## src/design/skf_pkg.sv

```systemverilog
`default_nettype none

package skf_pkg;

   localparam int unsigned FracBits    = 16;
   localparam int unsigned DivSteps    = 48;
   localparam int unsigned CsrIdxWidth = 3;

   typedef logic signed [31:0] fx_type;

   localparam fx_type FxMax = 32'sh7FFF_FFFF;
   localparam fx_type FxMin = 32'sh8000_0000;

   typedef enum logic [CsrIdxWidth-1:0] {
      CSR_PROCESS_NOISE     = 3'd0,
      CSR_MEASUREMENT_NOISE = 3'd1,
      CSR_STATE_GAIN        = 3'd2,
      CSR_CONTROL_GAIN      = 3'd3,
      CSR_MEASUREMENT_GAIN  = 3'd4
   } csr_index_type;

   typedef enum logic [4:0] {
      ST_IDLE,
      ST_SEED,
      ST_SEED_X,
      ST_SEED_Q,
      ST_SEED_P,
      ST_AX,
      ST_BU,
      ST_PX,
      ST_AP,
      ST_APA,
      ST_PP,
      ST_CP,
      ST_CPC0,
      ST_CPC,
      ST_D,
      ST_PC,
      ST_K,
      ST_IN,
      ST_KI,
      ST_X,
      ST_KC,
      ST_KCP,
      ST_P,
      ST_DONE
   } state_type;

   typedef struct packed {
      logic busy;
      logic done;
   } div_stat_type;

   // floor(p / 2^16), clamped to 32 bits
   function automatic fx_type sat_mul(input logic signed [63:0] p);
      logic signed [47:0] s;
      s = p[63:FracBits];
      if (s > 48'sh0000_7FFF_FFFF) begin
         return FxMax;
      end else if (s < -48'sh0000_8000_0000) begin
         return FxMin;
      end
      return s[31:0];
   endfunction

   function automatic fx_type sat_sum(input logic signed [32:0] s);
      if (s > 33'sh0_7FFF_FFFF) begin
         return FxMax;
      end else if (s < -33'sh0_8000_0000) begin
         return FxMin;
      end
      return s[31:0];
   endfunction

   function automatic fx_type fx_add(input fx_type a, input fx_type b);
      return sat_sum({a[31], a} + {b[31], b});
   endfunction

   function automatic fx_type fx_sub(input fx_type a, input fx_type b);
      return sat_sum({a[31], a} - {b[31], b});
   endfunction

endpackage

`default_nettype wire

```

## src/design/skf_div.sv

```systemverilog
`default_nettype none

// Restoring divider: (num * 2^16) / den, truncated toward zero, clamped to 32 bits.
// One quotient bit per cycle; den must be non-zero at start.
module skf_div import skf_pkg::*; (
   input  wire logic   clock,
   input  wire logic   reset,
   input  wire logic   start,
   input  wire fx_type num,
   input  wire fx_type den,
   output div_stat_type stat,
   output fx_type      quot
);

   localparam int unsigned CntWidth = $clog2(DivSteps);

   logic [DivSteps-1:0] quo_ff;
   logic [31:0]         rem_ff;
   logic [31:0]         den_ff;
   logic                neg_ff;
   logic [CntWidth-1:0] cnt_ff;
   logic                busy_ff;
   logic                done_ff;

   logic [31:0] num_mag;
   logic [31:0] den_mag;
   logic [32:0] trial;

   assign num_mag = num[31] ? (32'd0 - num) : num;
   assign den_mag = den[31] ? (32'd0 - den) : den;
   assign trial   = {rem_ff, quo_ff[DivSteps-1]} - {1'b0, den_ff};

   always_ff @(posedge clock) begin
      if (reset) begin
         busy_ff <= 1'b0;
         done_ff <= 1'b0;
         cnt_ff  <= '0;
      end else begin
         done_ff <= 1'b0;
         if (start) begin
            busy_ff <= 1'b1;
            cnt_ff  <= '0;
         end else if (busy_ff) begin
            cnt_ff <= cnt_ff + 1'b1;
            if (cnt_ff == CntWidth'(DivSteps - 1)) begin
               busy_ff <= 1'b0;
               done_ff <= 1'b1;
            end
         end
      end
   end

   always_ff @(posedge clock) begin
      if (start) begin
         quo_ff <= {num_mag, {FracBits{1'b0}}};
         rem_ff <= '0;
         den_ff <= den_mag;
         neg_ff <= num[31] ^ den[31];
      end else if (busy_ff) begin
         // keep the partial remainder when the trial subtraction goes negative
         if (!trial[32]) begin
            rem_ff <= trial[31:0];
            quo_ff <= {quo_ff[DivSteps-2:0], 1'b1};
         end else begin
            rem_ff <= {rem_ff[30:0], quo_ff[DivSteps-1]};
            quo_ff <= {quo_ff[DivSteps-2:0], 1'b0};
         end
      end
   end

   always_comb begin
      if (!neg_ff) begin
         quot = (quo_ff > DivSteps'(32'h7FFF_FFFF)) ? FxMax : quo_ff[31:0];
      end else begin
         quot = (quo_ff > DivSteps'(33'h1_0000_0000 >> 1)) ? FxMin
                                                            : (32'd0 - quo_ff[31:0]);
      end
   end

   assign stat.busy = busy_ff;
   assign stat.done = done_ff;

endmodule

`default_nettype wire

```

## config.mk

```make
export PLATFORM = sky130hd
export DESIGN_NAME = skf_div
export DESIGN_NICKNAME = d
export VERILOG_FILES = /design/src/design/skf_pkg.sv /design/src/design/skf_div.sv
export SDC_FILE = /design/constraint.sdc
export NUM_CORES = 1
export LEC_CHECK = 0
export ABC_CLOCK_PERIOD_IN_PS = 8300
export BUFFER_PORTS_ARGS = -buffer_cell sky130_fd_sc_hd__buf_4
export CAP_MARGIN = 30
export CORE_UTILIZATION = 60
export CTS_CLUSTER_DIAMETER = 60
export DETAILED_ROUTE_END_ITERATION = 12
export PLACE_DENSITY = 0.87
export SLEW_MARGIN = 20
export SYNTH_ARGS = -nofsm -noshare
export SYNTH_HDL_FRONTEND = slang
export SYNTH_SLANG_ARGS = --single-unit
```

## constraint.sdc

```tcl
create_clock -name clock -period 8.3 [get_ports clock]
set_clock_uncertainty 0.15 [all_clocks]
set_input_delay 0.415 -clock clock [delete_from_list [all_inputs] [get_ports clock]]
set_output_delay 0.415 -clock clock [all_outputs]
set_load 0.01 [all_outputs]
```

==> impl_results.md <==
- Crit path DAT: ~4.7 ns
- Core Area: around 14,000 um2
- CP max FO: 26
- Final Max Slew Viols: 0
- Post-synthesis sequential area ratio: 0.345
- Req. time, crit path: approximately 7.7 ns
- Worst r2r src: quo_ff[47]
- MaxCap Viol Count: 0
- DP Cell Count: 1,282
- Io pins: 101
- Peak supply drop: roughly 0.15 mV
- Final hold violation count: 0
- Synth Net Count: around 1,200
- Pwr Density: roughly 180 nW/um2
- Vias in the first global route: between 7,000 and 8,000
- 1st-iter DRT viols: 735
- Most frequent cells in the layout: nand2_1, buf_4, nor2_1, o21ai_0, edfxtp_1
- Hold-critical path depth: 1
- CTS Buffer Depth: 2
- Initial core utilization: 0.615
- Status: complete, no violations
- R2R setup slack: 4.25 ns
- Congestion Overflow GR: 0
- CP top delay family: simple AND/OR/NAND/NOR gates
- Post-synth EDFFs: between 60 and 70
- Synthesis-stage register bit count: between 100 and 150
- Post-route ant nets: 0
- Post-synth top flop: edfxtp_1
- IO buf count: 100
- Die Y: ~120 um
- Cell Chain, Critical Path: inv_1 -> ha_1 -> nor3b_1 -> nand4_1 -> or4b_4 -> or4_1 -> o31ai_4 -> nand2b_1 -> clkinv_4 -> nand2_4 -> o311ai_0 -> buf_4
- RePlAce Congestion: ~0.93
- CTS H-Tree Depth: 4
- CTS Hold Bufs: 1
- Mapped Avg Cell Area: between 8 and 9 um2
- Min-delay worst type: primary input to flop
- Asr flop ratio synth: 0
- Nets: 1,222
- R2r endpoint: rem_ff[0]
- CTS sink cnt: 121
- CP max stage delay: ~0.7 ns
- Setup repair bufs after CTS: 0
- Clk_lat worst skew: about 0.42 ns
- Worst-margin pin slew: around 0.95 ns
- Area grow syn2layout: 14.9%
- Synthesized area: just under 9000 um2
- Post-Synthesis Cells: 1,053
- Synth unique cells: 68
- Synth Warn #: 0
- Leakage power: a little over 0.004 uW
- Post-cts sizing count: 0
- Gr usage total: 0.280
- Final period utilization: 0.630
- GRT busiest layer: met2
- Clock transition at path regs: roughly 0.05 ns
- HP Start: den[0]
- Largest net degree at the start of global routing: 85
- Grt met3 use: 0.0462
- Tmin final: around 5.2 ns
- Met1 GRT Util: 0.367
- Setup TNS: 0 ns
- Multi-input gate area: 5350 um2
- WS Path Type: flop to output pin
- WL final: 20,200 um
- Slowest cell on crit path: or4_1
- Vias: about 8,000
- Die W: between 100 and 150 um
- Share of cells above drive strength 1: 0.141
- DRT Pass-1 Iters: 5
- Post-DP HPWL: ~14,000 um
- Total CTS buffers: 17
- Commonest non-fill, non-tap cell in the layout: nand2_1
- R2r worst-path depth: 13
- Endpoint type of the worst setup path: output pin
- WP buf/inv: 3
- Initial antenna violation count: 0
- Unrepaired setup endpoints after global routing: no
- Hold endpoint: den_ff[0]
- Final setup fails: 0
- Root Driver: clkbuf_16
- Drt via density: between 6 and 7
- Antenna Cells: 0
- Global-route wire length before repair: 33,900 um
- Peak Freq: 191 MHz
- Drc violations: 0
- Die area: around 15,000 um2
- Met2 Use GR: 0.460
- Register Area: approximately 3000 um2
- Fill cells: between 1,000 and 1,500
- Avg WL per Cell: between 15 and 20 um
- CTS tree: yes
- Slew HR: 0.366
- Post-Layout Cell Count: around 1,300
- # rows: 44
- Worst Setup Start Kind: flop
==> layer usage <==
metal,part of all wire,up-vias,routed length (um)
met3,0.063,41,1270
met1,0.45,3666,9080
met2,0.47,294,9400
met4,0.023,0,457
met5,0,-,0
li1,-,3983,-
==> cells in the mapped netlist, types with 4 or more instances <==
| cell type | count | area share |
|---|---|---|
| and2_1 | 4 | 0.0028 |
| nand2b_1 | 8 | 0.0056 |
| or4_1 | 15 | 0.013 |
| a31oi_1 | 10 | 0.0070 |
| dfxtp_1 | 56 | 0.13 |
| edfxtp_1 | 65 | 0.22 |
| nand3_1 | 18 | 0.010 |
| o41ai_1 | 15 | 0.015 |
| buf_2 | 5 | 0.0028 |
| a211oi_1 | 31 | 0.026 |
| a22o_1 | 5 | 0.0049 |
| buf_6 | 4 | 0.0051 |
| xnor2_1 | 45 | 0.044 |
| o21ai_0 | 78 | 0.044 |
| inv_1 | 55 | 0.023 |
| mux2i_1 | 44 | 0.049 |
| nor3_1 | 20 | 0.011 |
| ha_1 | 36 | 0.051 |
| o311ai_1 | 9 | 0.0089 |
| and3_1 | 5 | 0.0035 |
| nand4_1 | 9 | 0.0063 |
| o311ai_0 | 10 | 0.0098 |
| a21boi_0 | 5 | 0.0042 |
| or3_1 | 12 | 0.0084 |
| a21oi_1 | 56 | 0.031 |
| nor2b_1 | 9 | 0.0063 |
| or2_2 | 11 | 0.0077 |
| o211ai_1 | 6 | 0.0051 |
| nand2_1 | 115 | 0.048 |
| o21a_1 | 10 | 0.0084 |
| nor4_1 | 15 | 0.011 |
| nor2_1 | 94 | 0.040 |
| a21o_1 | 15 | 0.013 |
| clkbuf_1 | 45 | 0.019 |
| o21bai_1 | 5 | 0.0042 |
| xor2_1 | 47 | 0.046 |
| o31ai_1 | 20 | 0.017 |
| buf_1 | 5 | 0.0021 |
==> sequential cells by signal, summed over array words and instances, names as in the netlist <==
register	flops
busy_ff	1
cnt_ff	6
den_ff	32
done_ff	1
neg_ff	1
quo_ff	48
rem_ff	32
==> how the worst max path moves through the flow <==
| stage | from | to | cells after the start |
|---|---|---|---|
| 2_1_floorplan | quo_ff[0] | quot[10] | 13 |
| 3_3_place_gp | quo_ff[0] | quot[21] | 12 |
| 3_5_place_dp | quo_ff[0] | quot[27] | 12 |
| 4_1_cts | quo_ff[0] | quot[27] | 12 |
| 5_1_grt | quo_ff[0] | quot[27] | 12 |
| 6_report | quo_ff[0] | quot[26] | 12 |
==> worst reg2reg max path, stage by stage, from the launching register on <==
cell       delay, ns
edfxtp_1        0.41
inv_1           0.08
ha_1            0.23
fa_1            0.41
nor2b_1         0.17
o211ai_1        0.15
a311oi_1        0.47
nand4bb_1       0.27
and3_1          0.25
nor3_1          0.15
nor2_4          0.40
buf_12          0.26
mux2_2          0.36
a211oi_1        0.21
==> layout make-up <==
| cell class | count | share of cell area |
|---|---|---|
| flip-flops and latches | 121 | 0.301 |
| clock inverters | 13 | 0.0104 |
| repair buffers | 107 | 0.0800 |
| multi-input cells | 814 | 0.523 |
| clock buffers | 19 | 0.0423 |
| well taps | 184 | 0.0225 |
| inverters | 57 | 0.0214 |
==> kinds of logic after synthesis <==
kind of cell	Yosys count	synth area share
buffers and inverters	118	0.0552
AO/OA/AOI/OAI	296	0.221
multiplexers	45	0.0507
flip-flops	121	0.345
XOR/XNOR	92	0.0905
adder cells (fa/ha/maj)	37	0.0529
AND/OR/NAND/NOR	344	0.185
==> through the flow <==
step	total power (uW)	hold slack, ns	worst slack [ns]	util	instance area (um2)
2_1_floorplan	1060	0.308	4.44	-	8900
3_3_place_gp	1190	0.325	3.70	0.667	9660
3_5_place_dp	1200	0.333	3.56	0.668	9680
4_1_cts	1880	0.0369	3.10	0.706	10200
5_1_grt	1970	0.0454	2.65	0.706	10200
6_report	1870	0.0557	3.07	0.706	10200
==> power breakdown <==
group	switching (uW)	leakage, uW	total [uW]	internal [uW]
combinational	269	0.00266	477	208
clock	263	0.000256	669	407
sequential	37.2	0.00112	725	688
total	569	0.00403	1870	1300
(Power assumes the default switching activity.)
